`src/sv/brh_pkg.sv`:
```
// brh_pkg: constants, edge tables and helper functions for the binned resolution histogram
// no dependencies; imported by every module of the block
package brh_pkg;

    localparam int PT_BINS       = 14;
    localparam int ETA_BINS      = 16;
    localparam int RESIDUAL_BINS = 100;

    localparam int PT_SLOTS    = PT_BINS + 2;
    localparam int ETA_SLOTS   = ETA_BINS + 2;
    localparam int RES_SLOTS   = RESIDUAL_BINS + 2;
    localparam int STORE_DEPTH = 2 * PT_SLOTS * ETA_SLOTS * RES_SLOTS;
    localparam int ADDR_W      = $clog2(STORE_DEPTH);

    localparam int CNT_W  = 32;
    localparam int RANGE_W = 12;
    localparam int NUM_W  = 29;
    localparam int REM_W  = 36;
    localparam int Q_W    = 7;

    localparam logic [RANGE_W-1:0] ELECTRON_RANGE_RST = 12'd750;
    localparam logic [RANGE_W-1:0] MUON_RANGE_RST     = 12'd250;

    localparam logic REG_ELECTRON_RANGE = 1'b0;
    localparam logic REG_MUON_RANGE     = 1'b1;

    localparam logic OP_FILL = 1'b0;
    localparam logic OP_READ = 1'b1;

    localparam logic signed [15:0] CODE_ELECTRON = 16'sd11;
    localparam logic signed [15:0] CODE_MUON     = 16'sd13;

    localparam logic [6:0] RES_UNDERFLOW = 7'd0;
    localparam logic [6:0] RES_OVERFLOW  = 7'd101;

    typedef logic [15:0] pt_edges_t [PT_BINS+1];
    typedef logic [16:0] eta_edges_t [ETA_BINS+1];

    localparam pt_edges_t PT_EDGES = '{
        16'd320, 16'd448, 16'd512, 16'd576, 16'd640, 16'd768, 16'd896, 16'd1024,
        16'd1152, 16'd1280, 16'd1600, 16'd1920, 16'd2240, 16'd2560, 16'd3200
    };

    localparam eta_edges_t ETA_EDGES = '{
        17'd0, 17'd1638, 17'd3277, 17'd4915, 17'd6554, 17'd8192, 17'd9830, 17'd11831,
        17'd12829, 17'd14746, 17'd16384, 17'd17203, 17'd18022, 17'd18842, 17'd19661,
        17'd20480, 17'd21299
    };

    // bin = number of edges at or below the value
    function automatic logic [3:0] pt_bin_of(input logic [15:0] v);
        logic [4:0] n;
        n = '0;
        for (int i = 0; i <= PT_BINS; i++)
        begin
            n = n + {4'd0, (v >= PT_EDGES[i])};
        end
        return n[3:0];
    endfunction

    function automatic logic [4:0] eta_bin_of(input logic [16:0] v);
        logic [4:0] n;
        n = '0;
        for (int i = 0; i <= ETA_BINS; i++)
        begin
            n = n + {4'd0, (v >= ETA_EDGES[i])};
        end
        return n;
    endfunction

    function automatic logic [ADDR_W-1:0] store_index(input logic fl, input logic [3:0] pb,
                                                      input logic [4:0] eb,
                                                      input logic [6:0] rb);
        logic [4:0]  a;
        logic [9:0]  b;
        logic [ADDR_W-1:0] c;
        a = {fl, pb};
        b = 10'(a * 10'(ETA_SLOTS)) + {5'd0, eb};
        c = ADDR_W'(b * ADDR_W'(RES_SLOTS)) + ADDR_W'(rb);
        return c;
    endfunction

    typedef struct packed {
        logic             start;
        logic [NUM_W-1:0] num;
        logic [NUM_W-1:0] den;
    } div_req_t;

    typedef struct packed {
        logic           done;
        logic [Q_W-1:0] quot;
    } div_rsp_t;

    typedef enum logic [6:0] {
        S_CLEAR = 7'b0000001,
        S_IDLE  = 7'b0000010,
        S_BIN   = 7'b0000100,
        S_NUM   = 7'b0001000,
        S_DIV   = 7'b0010000,
        S_ADDR  = 7'b0100000,
        S_RMW   = 7'b1000000
    } state_t;

endpackage

```
`src/sv/brh_div.sv`:
```
// brh_div: bit-serial restoring divider, floor(100 * num / den) for num < den
// depends on brh_pkg
module brh_div
    import brh_pkg::*;
(
    input  logic     clk,
    input  logic     rst_n,
    input  div_req_t req,
    output div_rsp_t rsp
);

    logic [REM_W-1:0] rem_reg;
    logic [REM_W-1:0] dsh_reg;
    logic [Q_W-1:0]   q_reg;
    logic [2:0]       cnt_reg;
    logic             busy_reg;
    logic             done_reg;
    logic             ge;

    assign ge = (rem_reg >= dsh_reg);

    always_ff @(posedge clk or negedge rst_n)
    begin
        if (!rst_n)
        begin
            busy_reg <= 1'b0;
            done_reg <= 1'b0;
            cnt_reg  <= '0;
        end
        else
        begin
            done_reg <= 1'b0;
            if (req.start)
            begin
                busy_reg <= 1'b1;
                cnt_reg  <= 3'(Q_W - 1);
            end
            else if (busy_reg)
            begin
                cnt_reg <= cnt_reg - 3'd1;
                if (cnt_reg == '0)
                begin
                    busy_reg <= 1'b0;
                    done_reg <= 1'b1;
                end
            end
        end
    end

    always_ff @(posedge clk)
    begin
        if (req.start)
        begin
            // 100 * num as shifts and adds
            rem_reg <= (REM_W'(req.num) << 6) + (REM_W'(req.num) << 5) + (REM_W'(req.num) << 2);
            dsh_reg <= REM_W'(req.den) << (Q_W - 1);
            q_reg   <= '0;
        end
        else if (busy_reg)
        begin
            if (ge)
            begin
                rem_reg <= rem_reg - dsh_reg;
            end
            q_reg   <= {q_reg[Q_W-2:0], ge};
            dsh_reg <= dsh_reg >> 1;
        end
    end

    assign rsp.done = done_reg;
    assign rsp.quot = q_reg;

endmodule

```
`config.mk`:
```
export PLATFORM = sky130hd
export DESIGN_NAME = brh_div
export DESIGN_NICKNAME = d
export VERILOG_FILES = /design/src/sv/brh_pkg.sv /design/src/sv/brh_div.sv
export SDC_FILE = /design/constraint.sdc
export NUM_CORES = 1
export LEC_CHECK = 0
export BUFFER_PORTS_ARGS = -buffer_cell sky130_fd_sc_hd__buf_4
export CAP_MARGIN = 30
export CORE_ASPECT_RATIO = 1.2
export CORE_MARGIN = 10
export CORE_UTILIZATION = 48
export CTS_BUF_LIST = sky130_fd_sc_hd__clkbuf_4
export DETAILED_ROUTE_END_ITERATION = 8
export PLACE_DENSITY = 0.75
export SYNTH_ARGS = -nofsm -noshare
export SYNTH_HDL_FRONTEND = slang
export SYNTH_SLANG_ARGS = --single-unit
```
`constraint.sdc`:
```
create_clock -name clk -period 6.3 [get_ports clk]
set_clock_uncertainty 0.05 [all_clocks]
set_input_delay 0.945 -clock clk [delete_from_list [all_inputs] [get_ports clk]]
set_output_delay 0.945 -clock clk [all_outputs]
set_load 0.02 [all_outputs]
```
==> impl_metrics.yaml, run 1 <==
outcome:
  outcome: "completed"
sta:
  finalCriticalPeriod_ps: 4048
  tns_ps: 0
  hold_violations: 0
  setup_viol: 0
  clock.fmax_mhz: 247.0
  fin_ws_ps: 2252
  drv_slew: 0
  post-route-period-util: 0.6426
  slew_headroom: 0.4008
  whs_ps: 207.5
  rsz0062_at_grt: "no"
  worst-slew-pin-transition_ps: 897.9
synth:
  synth_area_leaders: "edfxtp_1, ha_1, fa_1"
  synth_seq_cells: 83
  postSynthCellCount: 778
  synth_top_area_frac: 0.2632
  syn_avg_cell_area_um2: 9.532
  yosysMostFrequentCell: "ha_1"
  synth.distinct_cells: 68
  dominantRegCellSynth: "edfxtp_1"
  syn_area_um2: 7416
  ys_async_sr_fraction: 0.06024
  yosys_warnings: 0
  synth.largest_area_cell: "edfxtp_1"
  synth_edf_count: 65
  netlist_top_cells_count: "ha_1, edfxtp_1, inv_1, a21oi_1, nand2_1"
  synth-seq-area-share: 0.3152
  synth_nets: 936
worst_setup_path:
  cp.required_ps: 6480
  crit_chain: "buf_4 > inv_1 > fa_1 > inv_1 > ha_1 > fa_1 > a21oi_1 > o21a_1 > a31o_1 > a32oi_4 > a221o_2 > a21bo_2 > a2111oi_0 > nor3b_1"
  slowest_delay_ps: 540
  crit_slowest_cell: "fa_1"
  critPathKind: "input pin to flip-flop"
  path_max_fanout: 5
  endpoint_kind: "flip-flop"
  crit_buf_inv: 3
  start_kind: "input pin"
  worstPathArrival_ps: 4220
  path_delay_family: "compound AO/OA/AOI/OAI gates"
finish:
  final_cells: 1042
  largest_register_ffs: 36
  stdcell_area_um2: 8337
  fillerInstances: 1413
  utilization: 0.5528
  area_growth_syn_to_layout_pct: 12.42
  nets: 990
  layout-drive-gt1-share: 0.1326
grt:
  grt_pass1_vias: 5826
  grt_max_degree: 62
  grt_usage: 0.1649
  antenna_found_initial: 1
  grt_overflow: 0
  grt_pass1_wl_um: 28730
place:
  dpl_worst_slack_ps: 1738
  placed_cells: 1025
  gp_congestion: 0.8990
  io_buffers: 68
  post-dp-hpwl_um: 13520
  placed_area_um2: 8148
floorplan:
  placementRows: 49
  core-area_um2: 15080
  boundaryPins: 69
  die_h_um: 156.2
  start_util: 0.4917
  die_width_um: 133.5
  dieArea_um2: 20840
clocking:
  path_clk_slew_ps: 140
  tritoncts: "yes"
  numCtsBuffers: 9
  h-tree-depth: 3
  clk_latency_ps: 470
  postCtsResizedCells: 0
  clk_path_buf_depth: 2
  postCtsSetupRepairBufs: 0
  cts.sinks: 83
  hold_buffers: 0
  root_buffer: "clkbuf_4"
detailed_routing:
  wl_per_cell_um: 16.45
  drt_pass1_iterations: 4
  wirelength_um: 17140
  viasPerCell: 5.744
  ant_nets: 0
  initialDrtViolationCount: 430
  dr_total_vias: 5985
  drc: 0
power:
  vdd_drop_max_mv: 0.1336
  p_total_mw: 3.196
  power_density_nw_per_um2: 383.3
  p_leak_nw: 3.720
run:
  max-cap-violations: 0
min_path:
  hold_class: "input pin to async pin"
==> cells by family (layout without fill, tap and decap cells) <==
| logic type | after synthesis | count (layout) | share of synthesized area |
|---|---|---|---|
| AO/OA/AOI/OAI | 252 | 252 | 0.2433 |
| XOR/XNOR | 43 | 43 | 0.05078 |
| adder cells (fa/ha/maj) | 97 | 97 | 0.1910 |
| buffers and inverters | 92 | 151 | 0.04707 |
| flip-flops | 83 | 83 | 0.3152 |
| multiplexers | 19 | 19 | 0.02598 |
| other | 0 | 1 | 0 |
| AND/OR/NAND/NOR | 192 | 192 | 0.1267 |
==> path summary, 6_finish.rpt <==
path / from / depth (start not counted) / slack (ps) / end
setup / recovery: req[29] / 14 / 2250 / rem_reg[28]
hold / removal: rst_n / 1 / 210 / cnt_reg[1]
setup reg to reg: dsh_reg[11] / 11 / 2290 / rem_reg[19]
hold reg to reg: q_reg[6] / 2 / 460 / q_reg[6]
max in group asynchronous: rst_n / 1 / 5870 / busy_reg
min in group clk: q_reg[6] / 2 / 460 / q_reg[6]
==> layout by cell type (no fill, tap or decap), types with 5 or more instances in the layout <==
master	netlist	final
dfxtp_1	13	13
nor3_1	12	12
and3_1	10	10
and2_1	8	8
a211oi_1	8	8
a22o_1	28	28
o21ai_0	45	45
clkbuf_4	0	11
o31ai_1	5	5
buf_4	1	71
xor2_1	21	21
a41oi_1	5	5
o21a_1	9	9
a31oi_1	9	8
mux2i_1	17	17
nor2_1	45	45
inv_1	62	62
nand3_1	17	17
edfxtp_1	65	65
nand2b_1	5	5
xnor2_1	22	22
nand2_1	53	53
a21o_1	32	32
or3_1	5	5
o211ai_1	5	5
dfrtp_1	5	5
fa_1	27	27
a21oi_1	58	58
ha_1	70	70
nor2b_1	12	11
nand4_1	10	10
==> layout make-up <==
| class | count | area [um^2] | area share |
|---|---|---|---|
| clock inverters | 5 | 103.9 | 0.01246 |
| inverters | 62 | 232.7 | 0.02792 |
| clock buffers | 11 | 82.58 | 0.009905 |
| repair buffers | 73 | 575.6 | 0.06904 |
| flip-flops and latches | 83 | 2337 | 0.2804 |
| well taps | 204 | 255.2 | 0.03062 |
| diodes | 1 | 2.502 | 0.0003002 |
| multi-input cells | 603 | 4747 | 0.5694 |
==> metal layers <==
metal,vias to the layer above,GRT usage,wire (um)
met4,0,0.04930,204
li1,3012,-,-
met5,-,0,0
met2,157,0.2599,7798
met1,2804,0.2291,8299
met3,12,0.02384,836
==> report_power, final <==
group	internal [mW]	total, mW	switching (mW)
logic	0.813	1.90	1.09
clock network	0.210	0.402	0.192
registers	0.814	0.891	0.0778
total	1.84	3.20	1.36
Power figures use the tool's default switching activity.
==> run 2: changes to the inputs <==
==> constraint.sdc (replaced) <==
create_clock -name clk -period 3.85 [get_ports clk]
set_clock_uncertainty 0.05 [all_clocks]
set_input_delay 0.5775 -clock clk [delete_from_list [all_inputs] [get_ports clk]]
set_output_delay 0.5775 -clock clk [all_outputs]
set_load 0.02 [all_outputs]
==> impl_metrics.yaml, run 2 (synthesis results as in run 1) <==
floorplan:
  start_util: 0.4917
  die_width_um: 133.5
  die_h_um: 156.2
  placementRows: 49
  boundaryPins: 69
  dieArea_um2: 20840
  core-area_um2: 15080
sta:
  drv_slew: 0
  finalCriticalPeriod_ps: 3654
  post-route-period-util: 0.9491
  fin_ws_ps: 196.1
  slew_headroom: 0.5799
  hold_violations: 0
  rsz0062_at_grt: "no"
  worst-slew-pin-transition_ps: 624.7
  setup_viol: 0
  tns_ps: 0
  clock.fmax_mhz: 273.7
power:
  combPwrFrac: 0.615
  p_seq_frac: 0.281
  vdd_drop_max_mv: 0.2321
  p_sw_frac: 0.4359
  p_int_mw: 2.926
  power_density_nw_per_um2: 608.1
  clkPwrFrac: 0.104
  p_leak_nw: 3.843
  p_total_mw: 5.188
  switching_power_mw: 2.261
detailed_routing:
  drt_pass1_iterations: 6
  wl_per_cell_um: 16.02
  dr_total_vias: 6022
  ant_nets: 0
  wirelength_um: 17140
  drc: 0
  initialDrtViolationCount: 399
  viasPerCell: 5.628
clocking:
  path_clk_slew_ps: 140
  numCtsBuffers: 9
  postCtsSetupRepairBufs: 0
  cts.sinks: 83
  h-tree-depth: 3
  root_buffer: "clkbuf_4"
  clk_latency_ps: 480
  tritoncts: "yes"
  clk_path_buf_depth: 2
min_path:
  hold_class: "input pin to flip-flop"
  holdPathStages: 2
  hold_start: "req[58]"
  holdPathEnd: "cnt_reg[0]"
worst_setup_path:
  worstReg2RegStart: "dsh_reg[4]"
  endpoint_kind: "flip-flop"
  start_kind: "input pin"
  worstPathArrival_ps: 3820
  r2r_cells: 11
  path_max_fanout: 2
  r2r_end: "rem_reg[20]"
  regToRegSetupSlack_ps: 330
  critPathKind: "input pin to flip-flop"
  cp.required_ps: 4010
grt:
  antenna_found_initial: 1
  grtUsageMet2: 0.2590
  grt_pass1_wl_um: 29040
  grt_max_degree: 63
  busiest_layer: "met2"
  grt_usage: 0.1670
  use_met1: 0.2298
  met3_usage: 0.03157
  grt_pass1_vias: 5922
  grt_overflow: 0
place:
  gp_congestion: 0.8976
  io_buffers: 68
  dpl_worst_slack_ps: -331.7
  placed_cells: 1052
  post-dp-hpwl_um: 13510
finish:
  nets: 1018
  layout_common_cells: "buf_4, ha_1, edfxtp_1"
  utilization: 0.5656
  final_cells: 1070
  layout-drive-gt1-share: 0.1584
  area_growth_syn_to_layout_pct: 15.03
  final_common_cell: "buf_4"
  largest_register_ffs: 36
run:
  max-cap-violations: 0
outcome:
  outcome: "completed"
[run 2: power by group through the flow]
stage	Clock, mW	Combinational [mW]	Sequential [mW]
6_report	0.542	3.19	1.46
5_1_grt	0.588	3.58	1.48
4_1_cts	0.546	3.16	1.46
3_5_place_dp	0	3.13	1.48
3_3_place_gp	0	3.08	1.47
2_1_floorplan	0	2.40	1.44
[run 2: per-layer routing]
layer	up-vias	part of all wire
met3	20	0.050
met1	2779	0.49
met2	155	0.45
met4	0	0.018
li1	3068	-
met5	-	0
[run 2: worst max path at each step]
stage                from     endpoint  depth (start not counted)
2_1_floorplan  rem_reg[0]   rem_reg[0]                         11
5_1_grt           req[29]  rem_reg[28]                         14
4_1_cts           req[29]  rem_reg[28]                         14
6_report          req[29]  rem_reg[28]                         14
3_3_place_gp      req[29]  rem_reg[28]                         14
3_5_place_dp      req[29]  rem_reg[28]                         14
[run 2: worst max-delay path, cell delays in order]
cell and delay [ps]:
buf_4 80, inv_1 40, fa_1 530, inv_1 40
ha_1 210, fa_1 380, a21oi_1 220, o21a_1 190
a31o_1 210, a32oi_4 130, a221o_2 360, a21bo_2 230
a2111oi_0 480, nor3b_1 130
[run 2: per-stage QoR]
stage / hold slack (ps) / instance area (um^2)
after floorplan: 231.9 / 7422
after global placement: 334.3 / 8320
after detailed placement: 335.3 / 8376
after CTS: 277.8 / 8528
after global routing: 274.3 / 8531
final: 299.3 / 8531
[run 2: layout make-up]
cell class	instances	area, um^2
Clock buffer	9	67.56
Inverter	62	232.7
Clock inverter	7	75.07
Antenna cell	1	2.502
Fill cell	1416	6551
Multi-Input combinational cell	603	4747
Tap cell	204	255.2
Timing Repair Buffer	101	813.3
Sequential cell	83	2337
[run 2: what timing repair did]
item	in CTS	in global routing
gates resized for setup	0	0
hold endpoints to repair	5	0
hold buffers	1	0
==> run 3: changes to the inputs <==
--- a/config.mk
+++ b/config.mk
@@ -13,6 +13,7 @@
 export CTS_BUF_LIST = sky130_fd_sc_hd__clkbuf_4
 export DETAILED_ROUTE_END_ITERATION = 8
 export PLACE_DENSITY = 0.75
+export REMOVE_ABC_BUFFERS = 1
 export SYNTH_ARGS = -nofsm -noshare
 export SYNTH_HDL_FRONTEND = slang
 export SYNTH_SLANG_ARGS = --single-unit
==> impl_metrics.yaml, run 3 (synthesis results as in run 1) <==
sta:
  finalCriticalPeriod_ps: 3598
  hold_violations: 0
  clock.fmax_mhz: 277.9
  slew_headroom: 0.5979
  worst-slew-pin-transition_ps: 603.2
  rsz0062_at_grt: "no"
  setup_viol: 0
  post-route-period-util: 0.9346
  drv_slew: 0
finish:
  final_common_cell: "buf_4"
  layout_common_cells: "buf_4, ha_1, edfxtp_1"
  layout-drive-gt1-share: 0.1537
  nets: 1012
  largest_register_ffs: 36
  utilization: 0.5616
  stdcell_area_um2: 8469
  area_growth_syn_to_layout_pct: 14.21
worst_setup_path:
  crit_chain: "buf_4 > inv_1 > fa_1 > inv_1 > ha_1 > fa_1 > a21oi_1 > o21a_1 > a31o_1 > a32oi_4 > a221o_2 > a21bo_2 > a2111oi_0 > nor3b_1"
  endpoint_kind: "flip-flop"
  worstPathArrival_ps: 3760
  crit_slowest_cell: "fa_1"
  critPathKind: "input pin to flip-flop"
  r2r_cells: 10
  start_kind: "input pin"
  cp.required_ps: 4010
  path_max_fanout: 2
  slowest_delay_ps: 530
clocking:
  tritoncts: "yes"
  numCtsBuffers: 9
  hold_buffers: 1
  path_clk_slew_ps: 140
  h-tree-depth: 3
  clk_latency_ps: 450
  cts.sinks: 83
  clk_path_buf_depth: 2
  postCtsSetupRepairBufs: 0
  root_buffer: "clkbuf_4"
  postCtsResizedCells: 0
grt:
  grt_overflow: 0
  grt_usage: 0.1635
  antenna_found_initial: 1
  grt_pass1_wl_um: 28790
  grt_max_degree: 60
  grt_pass1_vias: 6032
detailed_routing:
  viasPerCell: 5.743
  drt_pass1_iterations: 5
  drc: 0
  initialDrtViolationCount: 423
  wl_per_cell_um: 16.50
  wirelength_um: 17550
  dr_total_vias: 6111
  ant_nets: 0
place:
  placed_area_um2: 8315
  post-dp-hpwl_um: 13770
  io_buffers: 68
  gp_congestion: 0.9104
power:
  vdd_drop_max_mv: 0.2064
  p_leak_nw: 3.812
  power_density_nw_per_um2: 613.3
outcome:
  outcome: "completed"
floorplan:
  boundaryPins: 69
  core-area_um2: 15080
  die_h_um: 156.2
  start_util: 0.4917
  placementRows: 49
  die_width_um: 133.5
  dieArea_um2: 20840
min_path:
  holdPathStages: 2
  hold_class: "input pin to flip-flop"
run:
  max-cap-violations: 0
==> run 3: cell count changes in the layout (fill, tap and decap cells not counted) <==
cell | before | now
buf_12 | 1 | 3
buf_16 | 2 | 0
buf_4 | 97 | 91
clkinv_1 | 1 | 0
clkinv_2 | 0 | 1
clkinv_4 | 3 | 2
inv_4 | 1 | 2
==> run 3: worst max-delay path: cells and delay by family <==
| family | cells | cell delay, ps |
|---|---|---|
| AO/OA/AOI/OAI | 7 | 1750 |
| adder cells (fa/ha/maj) | 3 | 1150 |
| buffers and inverters | 3 | 170 |
| AND/OR/NAND/NOR | 1 | 100 |
==> run 3: layout make-up <==
class,count,area (um^2)
fill,1412,6613
inverter,62,232.7
multi-input combinational,603,4747
sequential,83,2337
antenna,1,2.502
timing repair buffer,95,753.2
clock buffer,9,67.56
tap,204,255.2
clock inverter,7,73.82
==> run 3: per-layer routing <==
layer,up-vias,track usage,share of wire
li1,3049,-,-
met1,2905,0.2111,0.45
met2,137,0.2814,0.49
met3,20,0.01901,0.040
met4,0,0.04619,0.019
met5,-,0,0
==> run 3: power by group <==
group          internal (mW)  switching (mW)
clock network          0.203           0.342
logic                   1.39            1.80
registers               1.33           0.123
==> run 3: through the flow <==
| stage | instances | worst slack (ps) | hold WS (ps) | power, mW | setup TNS, ps |
|---|---|---|---|---|---|
| 2_1_floorplan | 748 | -818.7 | 231.9 | 3.825 | -29470 |
| 3_3_place_gp | 1046 | -132.8 | 331.5 | 4.548 | -179.0 |
| 6_report | 1064 | 251.7 | 354.2 | 5.194 | 0 |
| 5_1_grt | 1064 | 120.4 | 340.7 | 5.632 | 0 |
| 3_5_place_dp | 1046 | -232.7 | 333.5 | 4.609 | -446.2 |
| 4_1_cts | 1063 | 250.8 | 343.3 | 5.176 | 0 |
==> run 3: worst paths after layout <==
kind                             startpoint           to  slack [ps]
worst max-delay path                req[29]  rem_reg[28]         250
worst min-delay path                req[28]  dsh_reg[34]         350
worst min register to register     q_reg[6]     q_reg[6]         460
max in group asynchronous             rst_n   cnt_reg[0]        3260
worst max register to register  rem_reg[11]  rem_reg[18]         430
min in group asynchronous             rst_n     done_reg         380
